==> config.mk <==
export PLATFORM = sky130hd
export DESIGN_NAME = io_region_table_top_flat
export DESIGN_NICKNAME = d
export VERILOG_FILES = /design/src/hw/rtl/iort_pkg.sv /design/src/hw/rtl/iort_in_if.sv /design/src/hw/rtl/iort_out_if.sv /design/src/hw/rtl/iort_ram.sv /design/src/hw/rtl/iort_cmp.sv /design/src/hw/rtl/iort_seq.sv /design/src/hw/rtl/io_region_table_top.sv /design/src/flat_wrapper.sv
export SDC_FILE = /design/constraint.sdc
export NUM_CORES = 2
export LEC_CHECK = 0
export ABC_AREA = 1
export BUFFER_PORTS_ARGS = -buffer_cell sky130_fd_sc_hd__buf_2
export CAP_MARGIN = 30
export CORE_MARGIN = 4
export CORE_UTILIZATION = 46
export CTS_CLUSTER_DIAMETER = 100
export DETAILED_ROUTE_END_ITERATION = 16
export SYNTH_ARGS = -nofsm -noshare
export SYNTH_HDL_FRONTEND = slang
export SYNTH_SLANG_ARGS = --single-unit
==> constraint.sdc <==
create_clock -name clk -period 7.45 [get_ports clk]
set_input_delay 0.3725 -clock clk [delete_from_list [all_inputs] [get_ports clk]]
set_output_delay 0.3725 -clock clk [all_outputs]
set_load 0.05 [all_outputs]
==> src/hw/rtl/iort_pkg.sv <==
// iort_pkg: shared types and constants of the i/o region table
// used by the compare unit, the sequencer and the top level
package iort_pkg;

  localparam int SLOTS = 16;
  localparam int IDX_W = (SLOTS > 1) ? $clog2(SLOTS) : 1;
  localparam logic [IDX_W-1:0] SLOT_LAST = IDX_W'(SLOTS - 1);

  localparam logic [32:0] PORT_LIMIT = 33'h0_0001_0000;
  localparam logic [31:0] ID_FIRST = 32'd1;

  typedef enum logic [1:0] {
    OP_REGISTER = 2'd0,
    OP_ACQUIRE  = 2'd1,
    OP_RELEASE  = 2'd2,
    OP_DESTROY  = 2'd3
  } op_t;

  localparam logic KIND_PORT = 1'b0;

  typedef enum logic [3:0] {
    ST_OK           = 4'd0,
    ST_EMPTY        = 4'd1,
    ST_BAD_TYPE     = 4'd2,
    ST_PORT_OVERRUN = 4'd3,
    ST_OVERLAP      = 4'd4,
    ST_FULL         = 4'd5,
    ST_UNKNOWN      = 4'd6,
    ST_ALREADY      = 4'd7,
    ST_NOT_ACQ      = 4'd8,
    ST_STILL        = 4'd9
  } status_t;

  typedef struct packed {
    logic        kind;
    logic [31:0] base;
    logic [31:0] len;
    logic [31:0] ident;
  } entry_t;

  localparam int ENTRY_W = $bits(entry_t);

  typedef struct packed {
    logic             we;
    logic [IDX_W-1:0] waddr;
    entry_t           wdata;
    logic [IDX_W-1:0] raddr;
  } ram_req_t;

  typedef struct packed {
    logic clash;
    logic id_match;
  } cmp_res_t;

  typedef struct packed {
    logic        valid;
    status_t     status;
    logic [31:0] id;
  } res_t;

endpackage

==> src/hw/rtl/iort_in_if.sv <==
// iort_in_if: request channel of the i/o region table, valid/ready with request fields
// no dependencies
interface iort_in_if;
  logic        valid;
  logic        ready;
  logic [1:0]  opcode;
  logic [1:0]  region_type;
  logic [31:0] region_base;
  logic [31:0] region_size;
  logic [31:0] target_id;

  modport source (
    output valid, opcode, region_type, region_base, region_size, target_id,
    input  ready
  );
  modport sink (
    input  valid, opcode, region_type, region_base, region_size, target_id,
    output ready
  );
endinterface

==> src/hw/rtl/iort_out_if.sv <==
// iort_out_if: response channel of the i/o region table, valid/ready with status and id
// no dependencies
interface iort_out_if;
  logic        valid;
  logic        ready;
  logic [3:0]  status;
  logic [31:0] assigned_id;

  modport source (
    output valid, status, assigned_id,
    input  ready
  );
  modport sink (
    input  valid, status, assigned_id,
    output ready
  );
endinterface

==> src/hw/rtl/iort_ram.sv <==
// iort_ram: generic single write port, single read port ram with registered read
// no dependencies
module iort_ram #(
  parameter int WIDTH = 8,
  parameter int DEPTH = 16,
  localparam int AW = (DEPTH > 1) ? $clog2(DEPTH) : 1
) (
  input  logic                  clk,
  input  logic                  we,
  input  logic [AW-1:0]         waddr,
  input  logic [WIDTH-1:0]      wdata,
  input  logic [AW-1:0]         raddr,
  output logic [WIDTH-1:0]      rdata
);

  logic [WIDTH-1:0] mem_r [DEPTH];
  logic [WIDTH-1:0] rdata_r;

  always_ff @(posedge clk) begin
    if (we) begin
      mem_r[waddr] <= wdata;
    end
    rdata_r <= mem_r[raddr];
  end

  assign rdata = rdata_r;

endmodule

==> src/hw/rtl/iort_cmp.sv <==
// iort_cmp: shared compare unit, checks one table entry against the current request
// depends on iort_pkg
module iort_cmp (
  input  iort_pkg::entry_t   ent,
  input  logic               kind,
  input  logic [31:0]        base,
  input  logic [32:0]        req_end,
  input  logic [31:0]        id,
  output iort_pkg::cmp_res_t res
);

  logic [32:0] ent_end;

  // ends are one bit wider so they never wrap
  assign ent_end = {1'b0, ent.base} + {1'b0, ent.len};

  assign res.clash = (ent.kind == kind) && ({1'b0, base} < ent_end)
                     && ({1'b0, ent.base} < req_end);
  assign res.id_match = (ent.ident == id);

endmodule

==> src/hw/rtl/iort_seq.sv <==
// iort_seq: sequencer of the i/o region table, scans one slot per cycle through the compare unit
// depends on iort_pkg, iort_in_if and iort_cmp
module iort_seq (
  input  logic                    clk,
  input  logic                    rst_n,
  iort_in_if.sink                 in_ch,
  output iort_pkg::ram_req_t      ram_req,
  input  iort_pkg::entry_t        ram_rdata,
  output iort_pkg::res_t          res,
  input  logic                    res_ready
);

  typedef enum logic [2:0] {
    S_IDLE,
    S_CHECK,
    S_SCAN,
    S_APPLY,
    S_RESP
  } state_t;

  state_t                       state_r, state_nxt;
  iort_pkg::op_t                op_r, op_nxt;
  logic [1:0]                   type_r, type_nxt;
  logic [31:0]                  base_r, base_nxt;
  logic [31:0]                  size_r, size_nxt;
  logic [31:0]                  id_r, id_nxt;
  logic [32:0]                  end_r, end_nxt;
  logic [iort_pkg::IDX_W-1:0]   idx_r, idx_nxt;
  logic                         issued_r, issued_nxt;
  logic                         pvld_r, pvld_nxt;
  logic [iort_pkg::IDX_W-1:0]   pidx_r, pidx_nxt;
  logic                         found_r, found_nxt;
  logic [iort_pkg::IDX_W-1:0]   found_idx_r, found_idx_nxt;
  logic                         free_r, free_nxt;
  logic [iort_pkg::IDX_W-1:0]   free_idx_r, free_idx_nxt;
  iort_pkg::status_t            status_r, status_nxt;
  logic [31:0]                  assigned_r, assigned_nxt;
  logic [iort_pkg::SLOTS-1:0]   used_r, used_nxt;
  logic [iort_pkg::SLOTS-1:0]   acq_r, acq_nxt;
  logic [31:0]                  next_id_r, next_id_nxt;

  iort_pkg::cmp_res_t           cmp;
  logic [32:0]                  sum;
  logic                         slot_used;

  iort_cmp u_cmp (
    .ent     (ram_rdata),
    .kind    (type_r[0]),
    .base    (base_r),
    .req_end (end_r),
    .id      (id_r),
    .res     (cmp)
  );

  assign sum       = {1'b0, base_r} + {1'b0, size_r};
  assign slot_used = used_r[pidx_r];

  assign in_ch.ready = (state_r == S_IDLE);

  assign res.valid  = (state_r == S_RESP);
  assign res.status = status_r;
  assign res.id     = assigned_r;

  always_comb begin
    state_nxt     = state_r;
    op_nxt        = op_r;
    type_nxt      = type_r;
    base_nxt      = base_r;
    size_nxt      = size_r;
    id_nxt        = id_r;
    end_nxt       = end_r;
    idx_nxt       = idx_r;
    issued_nxt    = issued_r;
    pvld_nxt      = 1'b0;
    pidx_nxt      = idx_r;
    found_nxt     = found_r;
    found_idx_nxt = found_idx_r;
    free_nxt      = free_r;
    free_idx_nxt  = free_idx_r;
    status_nxt    = status_r;
    assigned_nxt  = assigned_r;
    used_nxt      = used_r;
    acq_nxt       = acq_r;
    next_id_nxt   = next_id_r;

    ram_req.we    = 1'b0;
    ram_req.waddr = free_idx_r;
    ram_req.wdata = '{kind: type_r[0], base: base_r, len: size_r, ident: next_id_r};
    ram_req.raddr = idx_r;

    unique case (state_r)
      S_IDLE: begin
        if (in_ch.valid) begin
          op_nxt    = iort_pkg::op_t'(in_ch.opcode);
          type_nxt  = in_ch.region_type;
          base_nxt  = in_ch.region_base;
          size_nxt  = in_ch.region_size;
          id_nxt    = in_ch.target_id;
          state_nxt = S_CHECK;
        end
      end
      S_CHECK: begin
        end_nxt      = sum;
        idx_nxt      = '0;
        issued_nxt   = 1'b0;
        found_nxt    = 1'b0;
        free_nxt     = 1'b0;
        assigned_nxt = '0;
        state_nxt    = S_SCAN;
        if (op_r == iort_pkg::OP_REGISTER) begin
          if (size_r == '0) begin
            status_nxt = iort_pkg::ST_EMPTY;
            state_nxt  = S_RESP;
          end else if (type_r[1]) begin
            status_nxt = iort_pkg::ST_BAD_TYPE;
            state_nxt  = S_RESP;
          end else if (type_r[0] == iort_pkg::KIND_PORT && sum > iort_pkg::PORT_LIMIT) begin
            status_nxt = iort_pkg::ST_PORT_OVERRUN;
            state_nxt  = S_RESP;
          end
        end
      end
      S_SCAN: begin
        // issue side: one ram read per cycle
        if (!issued_r) begin
          pvld_nxt = 1'b1;
          if (idx_r == iort_pkg::SLOT_LAST) begin
            issued_nxt = 1'b1;
          end else begin
            idx_nxt = idx_r + 1'b1;
          end
        end
        // compare side: entry read in the previous cycle
        if (pvld_r) begin
          if (pidx_r == iort_pkg::SLOT_LAST) begin
            state_nxt = S_APPLY;
          end
          if (op_r == iort_pkg::OP_REGISTER) begin
            if (!slot_used && !free_r) begin
              free_nxt     = 1'b1;
              free_idx_nxt = pidx_r;
            end
            if (slot_used && cmp.clash) begin
              status_nxt = iort_pkg::ST_OVERLAP;
              state_nxt  = S_RESP;
            end
          end else if (slot_used && cmp.id_match) begin
            found_nxt     = 1'b1;
            found_idx_nxt = pidx_r;
            state_nxt     = S_APPLY;
          end
        end
      end
      S_APPLY: begin
        state_nxt = S_RESP;
        unique case (op_r)
          iort_pkg::OP_REGISTER: begin
            if (!free_r) begin
              status_nxt = iort_pkg::ST_FULL;
            end else begin
              ram_req.we           = 1'b1;
              used_nxt[free_idx_r] = 1'b1;
              acq_nxt[free_idx_r]  = 1'b0;
              assigned_nxt         = next_id_r;
              next_id_nxt          = next_id_r + 32'd1;
              status_nxt           = iort_pkg::ST_OK;
            end
          end
          iort_pkg::OP_ACQUIRE: begin
            if (!found_r) begin
              status_nxt = iort_pkg::ST_UNKNOWN;
            end else if (acq_r[found_idx_r]) begin
              status_nxt = iort_pkg::ST_ALREADY;
            end else begin
              acq_nxt[found_idx_r] = 1'b1;
              status_nxt           = iort_pkg::ST_OK;
            end
          end
          iort_pkg::OP_RELEASE: begin
            if (!found_r || !acq_r[found_idx_r]) begin
              status_nxt = iort_pkg::ST_NOT_ACQ;
            end else begin
              acq_nxt[found_idx_r] = 1'b0;
              status_nxt           = iort_pkg::ST_OK;
            end
          end
          iort_pkg::OP_DESTROY: begin
            if (!found_r) begin
              status_nxt = iort_pkg::ST_UNKNOWN;
            end else if (acq_r[found_idx_r]) begin
              status_nxt = iort_pkg::ST_STILL;
            end else begin
              used_nxt[found_idx_r] = 1'b0;
              acq_nxt[found_idx_r]  = 1'b0;
              status_nxt            = iort_pkg::ST_OK;
            end
          end
          default: begin
            status_nxt = iort_pkg::ST_UNKNOWN;
          end
        endcase
      end
      S_RESP: begin
        if (res_ready) begin
          state_nxt = S_IDLE;
        end
      end
      default: begin
        state_nxt = S_IDLE;
      end
    endcase
  end

  always_ff @(posedge clk) begin
    op_r        <= op_nxt;
    type_r      <= type_nxt;
    base_r      <= base_nxt;
    size_r      <= size_nxt;
    id_r        <= id_nxt;
    end_r       <= end_nxt;
    idx_r       <= idx_nxt;
    pidx_r      <= pidx_nxt;
    found_idx_r <= found_idx_nxt;
    free_idx_r  <= free_idx_nxt;
    status_r    <= status_nxt;
    assigned_r  <= assigned_nxt;
    if (!rst_n) begin
      state_r   <= S_IDLE;
      issued_r  <= 1'b0;
      pvld_r    <= 1'b0;
      found_r   <= 1'b0;
      free_r    <= 1'b0;
      used_r    <= '0;
      acq_r     <= '0;
      next_id_r <= iort_pkg::ID_FIRST;
    end else begin
      state_r   <= state_nxt;
      issued_r  <= issued_nxt;
      pvld_r    <= pvld_nxt;
      found_r   <= found_nxt;
      free_r    <= free_nxt;
      used_r    <= used_nxt;
      acq_r     <= acq_nxt;
      next_id_r <= next_id_nxt;
    end
  end

endmodule

==> src/hw/rtl/io_region_table_top.sv <==
// io_region_table_top: top level of the i/o region table
// depends on iort_pkg, iort_in_if, iort_out_if, iort_ram and iort_seq
//
// usage
//   in_ch carries one request per transaction: register, acquire, release or destroy,
//   with region type, base, size and target id. out_ch returns exactly one transaction
//   per request: a status code and the id handed out by a successful register.
//   requests are handled one at a time; in_ch.ready is high only while the sequencer
//   is idle. a request is latched, then put through the up-front checks
//   (empty, bad type, port overrun), then a scan of the slot ram at one slot per cycle
//   (cut short at an overlap or at the first id match), then the table is updated and
//   the result is passed to the output register. an early reject skips the scan and
//   the update. the scan goes through the single read port of the slot ram.
//   reset clears all used and acquired marks and sets the next id to 1; the slot
//   ram itself needs no clearing since only used slots are ever looked at.
//   a stalled out_ch holds the result in the output register; the sequencer then
//   waits with its own result until the register frees up.
module io_region_table_top (
  input  logic      clk,
  input  logic      rst_n,
  iort_in_if.sink   in_ch,
  iort_out_if.source out_ch
);

  iort_pkg::ram_req_t ram_req;
  iort_pkg::entry_t   ram_rdata;
  iort_pkg::res_t     res;
  logic               res_ready;

  logic               out_valid_r, out_valid_nxt;
  iort_pkg::status_t  out_status_r, out_status_nxt;
  logic [31:0]        out_id_r, out_id_nxt;

  iort_seq u_seq (
    .clk       (clk),
    .rst_n     (rst_n),
    .in_ch     (in_ch),
    .ram_req   (ram_req),
    .ram_rdata (ram_rdata),
    .res       (res),
    .res_ready (res_ready)
  );

  iort_ram #(
    .WIDTH (iort_pkg::ENTRY_W),
    .DEPTH (iort_pkg::SLOTS)
  ) u_ram (
    .clk   (clk),
    .we    (ram_req.we),
    .waddr (ram_req.waddr),
    .wdata (ram_req.wdata),
    .raddr (ram_req.raddr),
    .rdata (ram_rdata)
  );

  assign res_ready = !out_valid_r || out_ch.ready;

  always_comb begin
    out_valid_nxt  = out_valid_r;
    out_status_nxt = out_status_r;
    out_id_nxt     = out_id_r;
    if (res.valid && res_ready) begin
      out_valid_nxt  = 1'b1;
      out_status_nxt = res.status;
      out_id_nxt     = res.id;
    end else if (out_ch.ready) begin
      out_valid_nxt = 1'b0;
    end
  end

  always_ff @(posedge clk) begin
    out_status_r <= out_status_nxt;
    out_id_r     <= out_id_nxt;
    if (!rst_n) begin
      out_valid_r <= 1'b0;
    end else begin
      out_valid_r <= out_valid_nxt;
    end
  end

  assign out_ch.valid       = out_valid_r;
  assign out_ch.status      = out_status_r;
  assign out_ch.assigned_id = out_id_r;

endmodule

==> src/flat_wrapper.sv <==
// flat-port wrapper written by rule: the top's interface ports become plain ports
module io_region_table_top_flat 
  (clk, rst_n, in_ch_valid, in_ch_opcode, in_ch_region_type, in_ch_region_base, in_ch_region_size, in_ch_target_id, in_ch_ready, out_ch_valid, out_ch_status, out_ch_assigned_id, out_ch_ready);
  iort_in_if in_ch_i ();
  iort_out_if out_ch_i ();
  input  logic clk;
  input  logic rst_n;
  input wire logic [$bits(in_ch_i.valid)-1:0] in_ch_valid;
  input wire logic [$bits(in_ch_i.opcode)-1:0] in_ch_opcode;
  input wire logic [$bits(in_ch_i.region_type)-1:0] in_ch_region_type;
  input wire logic [$bits(in_ch_i.region_base)-1:0] in_ch_region_base;
  input wire logic [$bits(in_ch_i.region_size)-1:0] in_ch_region_size;
  input wire logic [$bits(in_ch_i.target_id)-1:0] in_ch_target_id;
  output wire logic [$bits(in_ch_i.ready)-1:0] in_ch_ready;
  output wire logic [$bits(out_ch_i.valid)-1:0] out_ch_valid;
  output wire logic [$bits(out_ch_i.status)-1:0] out_ch_status;
  output wire logic [$bits(out_ch_i.assigned_id)-1:0] out_ch_assigned_id;
  input wire logic [$bits(out_ch_i.ready)-1:0] out_ch_ready;
  assign in_ch_i.valid = in_ch_valid;
  assign in_ch_i.opcode = in_ch_opcode;
  assign in_ch_i.region_type = in_ch_region_type;
  assign in_ch_i.region_base = in_ch_region_base;
  assign in_ch_i.region_size = in_ch_region_size;
  assign in_ch_i.target_id = in_ch_target_id;
  assign in_ch_ready = in_ch_i.ready;
  assign out_ch_valid = out_ch_i.valid;
  assign out_ch_status = out_ch_i.status;
  assign out_ch_assigned_id = out_ch_i.assigned_id;
  assign out_ch_i.ready = out_ch_ready;
  io_region_table_top u_core (.clk(clk), .rst_n(rst_n), .in_ch(in_ch_i), .out_ch(out_ch_i));
endmodule
# Word-level counts from Yosys, hierarchy flattened
# Memory sizes are Yosys's and may differ from the RTL's. A register that Yosys moved wholly into a read port is not among the register bits.
# Cells that the tools add are included.
dict set report totals {
  ff_bits 293
  ramBits 1552
  out_inout_bits 38
  wordCells 184
  memories 1
}
# name depth word_bits read_ports rd_ports_with_merged_regs write_ports line_no
set mem_list {}
lappend mem_list {u_core.u_ram.mem_r 16 97 1 1 1 iort_ram.sv:16} ;# logic [WIDTH-1:0] mem_r [DEPTH];
dict set report op_classes {
  addsub 4
  magnitude_cmp 8
  eq_ne 31
  n_mux 71
  bitwise_logic 9
  reduce_logical 37
}
# cell n
set op_table {}
lappend op_table {{16-bit two-way mux} 9}
lappend op_table {{32-bit by 32-bit adder with 33-bit output} 2}
lappend op_table {{32-bit by 33-bit less-than comparator with 1-bit output} 2}
lappend op_table {{32-bit two-way mux} 2}
lappend op_table {{16-bit one-hot mux with 4 select lines} 1}
lappend op_table {{32-bit one-hot mux with 2 select lines} 1}
lappend op_table {{16-bit AND} 3}
lappend op_table {{4-bit two-way mux} 12}
lappend op_table {{3-bit two-way mux} 14}
lappend op_table {{2-bit != test (second input constant)} 19}
lappend op_table {{33-bit by 17-bit > comparator with 1-bit output (second input constant)} 1}
lappend op_table {{32-bit by 1-bit adder with 32-bit output (second input constant)} 1}
lappend op_table {{32-bit equality test} 1}
lappend op_table {{32-bit logical NOT} 1}
lappend op_table {{16-bit NOT} 2}
lappend op_table {{16-bit bitwise OR} 2}
lappend op_table {{16-bit one-hot mux with 2 select lines} 1}
lappend op_table {{1-bit two-way mux} 20}
lappend op_table {{4-bit one-hot mux with 4 select lines} 1}
lappend op_table {{4-bit AND reduction} 4}
lappend op_table {{4-bit by 5-bit less-than comparator with 1-bit output (second input constant)} 3}
lappend op_table {{3-bit one-hot mux with 5 select lines} 1}
lappend op_table {{4-bit one-hot mux with 3 select lines} 1}
lappend op_table {{3-bit AND reduction} 4}
lappend op_table {{26 further kinds} 52}

# Depth between registers and ports, before layout
dict set report depth {
  ltp_word 9
  ltp_mapped 28
  ltp_nobuf 28
}

# Hierarchy
# A second synthesis with hierarchy kept.
dict set report unflattened {
  hier_cells 8468
  hier_area_um2 85630.9
}
# module instances cells_each area_per_inst_um2 seq_area_each_um2
set modules_own_cells {}
lappend modules_own_cells {iort_ram 1 6366 68036.5 48546.6}
lappend modules_own_cells {iort_seq 1 1459 12628.4 6936.7}
lappend modules_own_cells {iort_cmp 1 600 3833.7 0.0}
lappend modules_own_cells {io_region_table_top 1 43 1132.3 1101.1}

# Least setup slack after synthesis
# OpenSTA, ideal clock, no wires.
dict set report synth_path {
  path_type {flip-flop to flip-flop}
  from {register u_core.u_seq.op_r[1]}
  to {memory u_core.u_ram.mem_r[10][0] (netlist name), enable pin}
  setup_ns 0.554
  arrival_ns 5.408
  t_required_ns 6.896
  setup_slack_ns 1.488
  path_stages_with_launch 9
  n_path_buf 3
  synth_period_minus_slack_ns 5.962
  path_cell_list {edfxtp_1 > buf_6 > nor2_4 > nand2_4 > nor2_8 > inv_2 > clkbuf_1 > clkbuf_1 > nor2_1}
}
dict set report synth_between {
  elab_chain_cells 5
}
# element line_no
set synth_rtl {}
lappend synth_rtl {{start, declared} iort_seq.sv:22} ;# iort_pkg::op_t op_r, op_nxt;
lappend synth_rtl {{start signal, assigned} iort_seq.sv:215} ;# op_r <= op_nxt;
lappend synth_rtl {{2-bit logical NOT} iort_seq.sv:156} ;# unique case (op_r)
lappend synth_rtl {{1-bit two-way mux} iort_seq.sv:156}
lappend synth_rtl {{1-bit two-way mux} iort_seq.sv:91} ;# unique case (state_r)
lappend synth_rtl {{1-bit two-way mux} iort_ram.sv:20} ;# if (we) begin
lappend synth_rtl {{1-bit two-way mux (not written as such)} iort_ram.sv:21} ;# mem_r[waddr] <= wdata;
lappend synth_rtl {{end, declared} iort_ram.sv:16}
# Every way passes these cells.

# Final worst setup path
dict set report layout_path {
  from {register u_core.u_ram.rdata_r[32] (netlist: u_core.u_ram.rdata[32]) (read register of u_core.u_ram.mem_r)}
  to {register u_core.u_seq.status_r[3], enable pin}
}
dict set report layout_between {
  elab_chain_cells 7
}
# element line_no
set layout_rtl {}
lappend layout_rtl {{start, declared} iort_ram.sv:17} ;# logic [WIDTH-1:0] rdata_r;
lappend layout_rtl {{32-bit by 32-bit adder with 33-bit output} iort_cmp.sv:15} ;# assign ent_end = {1'b0, ent.base} + {1'b0, ent.len};
lappend layout_rtl {{32-bit by 33-bit less-than comparator with 1-bit output} iort_cmp.sv:17} ;# assign res.clash = (ent.kind == kind) && ({1'b0, base} < ent_end)
lappend layout_rtl {{1-bit logical AND} iort_cmp.sv:17}
lappend layout_rtl {{1-bit logical AND} iort_cmp.sv:18} ;# && ({1'b0, ent.base} < req_end);
lappend layout_rtl {{1-bit logical AND} iort_seq.sv:143} ;# if (slot_used && cmp.clash) begin
lappend layout_rtl {{2-bit != test (no line)} -}
lappend layout_rtl {{6-bit AND reduction (no line)} -}
lappend layout_rtl {{end signal, assigned} iort_seq.sv:225} ;# status_r <= status_nxt;
lappend layout_rtl {{end, declared} iort_seq.sv:36} ;# iort_pkg::status_t status_r, status_nxt;
# Every way passes these cells.
# A chain may end at the register's enable or synchronous reset.

==> out/summary.txt <==
======================================================================================================
Status                                                                                       completed
GPL Wtd Cong                                                                                     0.907
Number of buffers added by the clock tree synthesis step                                           196
Post-Synthesis Mean Instance Area                                                             12.2 µm²
Portion of the clock cycle consumed by the worst path in the final layout                        65.7%
Core outline area                                                                           170000 µm²
Initial cell density of the core                                                                 46.3%
CP required                                                                                    7990 ps
Max rail drop VDD                                                                           0.000330 V
Uppermost metal layer occupied by signal nets                                                     met5
Global-route wire length before repair                                                          321 mm
EDFF count, synth                                                                                 1769
Std-Cell Rows                                                                                      151
Count of cells along the worst hold path                                                             3
Net switching power                                                                            13.2 mW
Clock transition at the register clock pins on the worst setup and hold paths after CTS          70 ps
Sequential share of power                                                                        39.1%
Type of destination of the critical path                                                          flop
Share of synthesized flip-flops with an asynchronous set or reset                                   0%
Final non-filler cell total                                                                       9013
Post-cts resize count                                                                                0
IO Port Bufs                                                                                       141
Synthesized netlist net count                                                                     6664
Worst slew pin tran                                                                             998 ps
Chip height                                                                                     421 µm
Width of the die                                                                                421 µm
Initial drt markers                                                                               5499
Critical Path AT                                                                               5440 ps
Cell at the slowest stage of the critical path                                            sky130_fd_sc_hd__fa_1
Internal cell power                                                                            22.2 mW
Util after Layout                                                                                52.8%
Final slew viol count                                                                                0
Flip-flop and latch count after synthesis                                                         1942
Power per standard cell area                                                                395 nW/µm²
# H-tree levels                                                                                      4
Leak                                                                                           30.0 nW
Sort of element at the start of the critical path                                                 flop
Number of warning messages in the yosys log                                                          0
Max Cap Viol                                                                                         0
Number of top-level pins                                                                           142
Number of routed nets with antenna violations                                                        0
Number of cells after detailed placement                                                          8539
Count of TritonRoute iterations in the first routing pass                                            6
Cell Area, Placed                                                                            82000 µm²
Headroom to the max-slew limit                                                                   33.5%
Path length in cells of the critical path                                                           25
Total grt overflow                                                                                   0
Fraction of final layout cells with drive strength greater than 1                                8.46%
Final setup violating endpoints                                                                      0
Share of total power consumed by net switching                                                   37.3%
RR Startpoint                                                                             u_core.u_ram.rdata[32]
Total chip power                                                                               35.3 mW
FMAX                                                                                           204 MHz
Total standard cell area after synthesis                                                     78600 µm²
Routed length on met3                                                                          14.6 mm
Floorplan die area                                                                          178000 µm²
Root buffer cell                                                                          sky130_fd_sc_hd__clkbuf_16
Hold wc startpoint                                                                               rst_n
Routed wirelength normalized by instance count                                                 24.0 µm
Routed length on met1                                                                          94.8 mm
Period minus WS final                                                                          4900 ps
Number of failing hold endpoints at the final stage                                                  0
Largest stage delay on the critical path                                                        420 ps
Gate power share                                                                                 32.9%
Maximum root-to-sink buffer count                                                                    3
Top library cells by usage in the layout, fill and taps aside                             sky130_fd_sc_hd__edfxtp_1 (1769), sky130_fd_sc_hd__nor2_1 (992), sky130_fd_sc_hd__o21ai_0 (872), sky130_fd_sc_hd__nand2_1 (737), sky130_fd_sc_hd__inv_1 (328)
# clock sinks                                                                                     1942
Final std cell area, no fill                                                                 89500 µm²
Largest fanout on the critical path                                                                  4
Number of antenna violations at the first check in global routing                                   10
Number of vias after detailed routing                                                            51.4k
DRC violations left                                                                                  0
Skew-Pair Late Insertion Delay                                                                  850 ps
Global router's overall resource usage                                                           23.8%
Part of the Yosys area used for sequential elements                                              72.0%
Number of cells traversed by the worst register-to-register path                                    25
Post-CTS Setup Bufs                                                                                  0
Number of distinct library cells after synthesis                                                    58
Path type of the worst setup path                                                         flop to flop
Count of buffer and inverter cells on the critical path                                              1
Maximum number of pins on one net before global-route repair                                       209
Most common cell after layout, fill and taps aside                                        sky130_fd_sc_hd__edfxtp_1
Category of cells accounting for the largest share of critical-path delay                 compound AO/OA/AOI/OAI gates
Top flip-flop cell by instance count after synthesis                                      sky130_fd_sc_hd__edfxtp_1
Clock tree from TritonCTS                                                                          yes
Maximum clock skew at final layout                                                             39.3 ps
Tightest Hold Check Type                                                                  primary input to flop
Aggregate routed wire length                                                                    216 mm
Total negative slack                                                                              0 ps
Vias in the first global route                                                                   49.3k
Synth-to-Final Area Change                                                                       13.9%
Syn Inst Count                                                                                    6430
Share of power burned in the clock network                                                       28.0%
Unrepaired setup endpoints after global routing                                                  false
Crit. Startpoint                                                                          u_core.u_ram.rdata[32]
FF-to-FF setup slack                                                                           2550 ps
Detailed placer's ending HPWL                                                                   114 mm
Met2 WL                                                                                         101 mm
Average via count per standard cell                                                               5.70
Nets                                                                                              6857
Critical Path Most Common Cell                                                            sky130_fd_sc_hd__a21oi_1
======================================================================================================
-- cell usage after synthesis, types with 30 or more instances --
master,number,share of area (%)
sky130_fd_sc_hd__o22ai_1,232,1.8
sky130_fd_sc_hd__o221ai_1,165,1.8
sky130_fd_sc_hd__inv_1,331,1.6
sky130_fd_sc_hd__dfxtp_1,173,4.4
sky130_fd_sc_hd__o21ai_0,872,5.6
sky130_fd_sc_hd__nand2_1,737,3.5
sky130_fd_sc_hd__xor2_1,30,0.33
sky130_fd_sc_hd__edfxtp_1,1769,68
sky130_fd_sc_hd__ha_1,128,2.0
sky130_fd_sc_hd__nor2_1,1012,4.8
sky130_fd_sc_hd__o211ai_1,54,0.52
sky130_fd_sc_hd__clkbuf_1,306,1.5
sky130_fd_sc_hd__a21oi_1,156,0.99
sky130_fd_sc_hd__nand4_1,30,0.24
sky130_fd_sc_hd__nand3_1,236,1.5
-- path summary, 6_finish.rpt --
check | endpoint
min reg2reg | u_core.out_ch.assigned_id[23]
min | u_core.u_seq.next_id_r[4]
max | u_core.u_seq.status_r[3]
max reg2reg | u_core.u_seq.status_r[3]
-- registers in the layout, indices dropped and copies added (netlist names), 32 cells and up --
register and flops:
u_core.u_seq.id_r 32, u_core.u_seq.next_id_r 32, u_core.u_ram.rdata 97, u_core.u_ram.mem_r 1552
u_core.u_seq.base_r 32, u_core.out_ch.assigned_id 32, u_core.u_seq.end_r 33, u_core.u_seq.assigned_r 32
u_core.u_seq.size_r 32
-- power by group through the flow --
stage / Clock (mW) / Sequential (mW) / Combinational, mW
6_report: 9.91 / 13.8 / 11.6
5_1_grt: 10.6 / 13.9 / 12.9
4_1_cts: 10.1 / 13.8 / 11.6
3_5_place_dp: 0 / 14.0 / 11.5
3_3_place_gp: 0 / 14.0 / 11.4
2_1_floorplan: 0 / 13.9 / 7.49
-- through the flow --
step / setup WS [ps] / hold WS (ps)
2_1_floorplan: 1490 / 346
3_3_place_gp: 2570 / 405
3_5_place_dp: 2570 / 405
4_1_cts: 2560 / 67.9
5_1_grt: 2210 / 150
6_report: 2550 / 142
-- worst register-to-register path, cell delays in order, from the launching register on --
cell	delay [ps]
sky130_fd_sc_hd__dfxtp_1	310
sky130_fd_sc_hd__ha_1	220
sky130_fd_sc_hd__fa_1	420
sky130_fd_sc_hd__nand3_1	90
sky130_fd_sc_hd__nand3_1	130
sky130_fd_sc_hd__nand2_1	110
sky130_fd_sc_hd__nand2_1	120
sky130_fd_sc_hd__a21oi_1	230
sky130_fd_sc_hd__o21ai_1	130
sky130_fd_sc_hd__a21oi_1	230
sky130_fd_sc_hd__o21ai_1	150
sky130_fd_sc_hd__a21oi_1	270
sky130_fd_sc_hd__o21ai_1	180
sky130_fd_sc_hd__xnor2_1	160
sky130_fd_sc_hd__ha_1	300
sky130_fd_sc_hd__a21oi_1	130
sky130_fd_sc_hd__nor2_1	50
sky130_fd_sc_hd__a211oi_1	270
sky130_fd_sc_hd__nor2_1	90
sky130_fd_sc_hd__nor2_1	90
sky130_fd_sc_hd__nand2_1	50
sky130_fd_sc_hd__nor2_1	380
sky130_fd_sc_hd__nand3_1	130
sky130_fd_sc_hd__a21oi_1	150
sky130_fd_sc_hd__nand2_1	110
sky130_fd_sc_hd__inv_1	140
-- kinds of logic (layout without fill, tap and decap cells) --
kind of cell	Yosys count	in the layout	share of synthesized area [%]
xor+xnor	48	48	0.535
fa+ha+maj	130	130	2.09
simple gates	2109	2109	10.9
flops	1942	1942	72.0
other cells	0	1	0
buf+inv	676	1040	3.26
compound gates	1525	1525	11.2
-- layout make-up --
cell class | count | area [µm²]
Fill cell | 14400 | 80100
Multi-Input combinational cell | 3812 | 19600
Tap cell | 2218 | 2780
Sequential cell | 1942 | 56600
Inverter | 339 | 1300
Timing Repair Buffer | 332 | 2740
Antenna cell | 1 | 2.50
Clock inverter | 109 | 1170
Clock buffer | 260 | 5360
-- what timing repair did --
action | CTS | global route
hold endpoints to repair | 104 | 0
setup endpoints to repair | 0 | 0
hold buffers | 102 | 0
-- per-layer routing --
metal	GRT usage, %	up-vias
met2	38.3	1791
met3	3.51	340
li1	-	23800
met4	6.76	8
met1	34.0	25500
met5	0	-
Power figures use the tool's default switching activity.
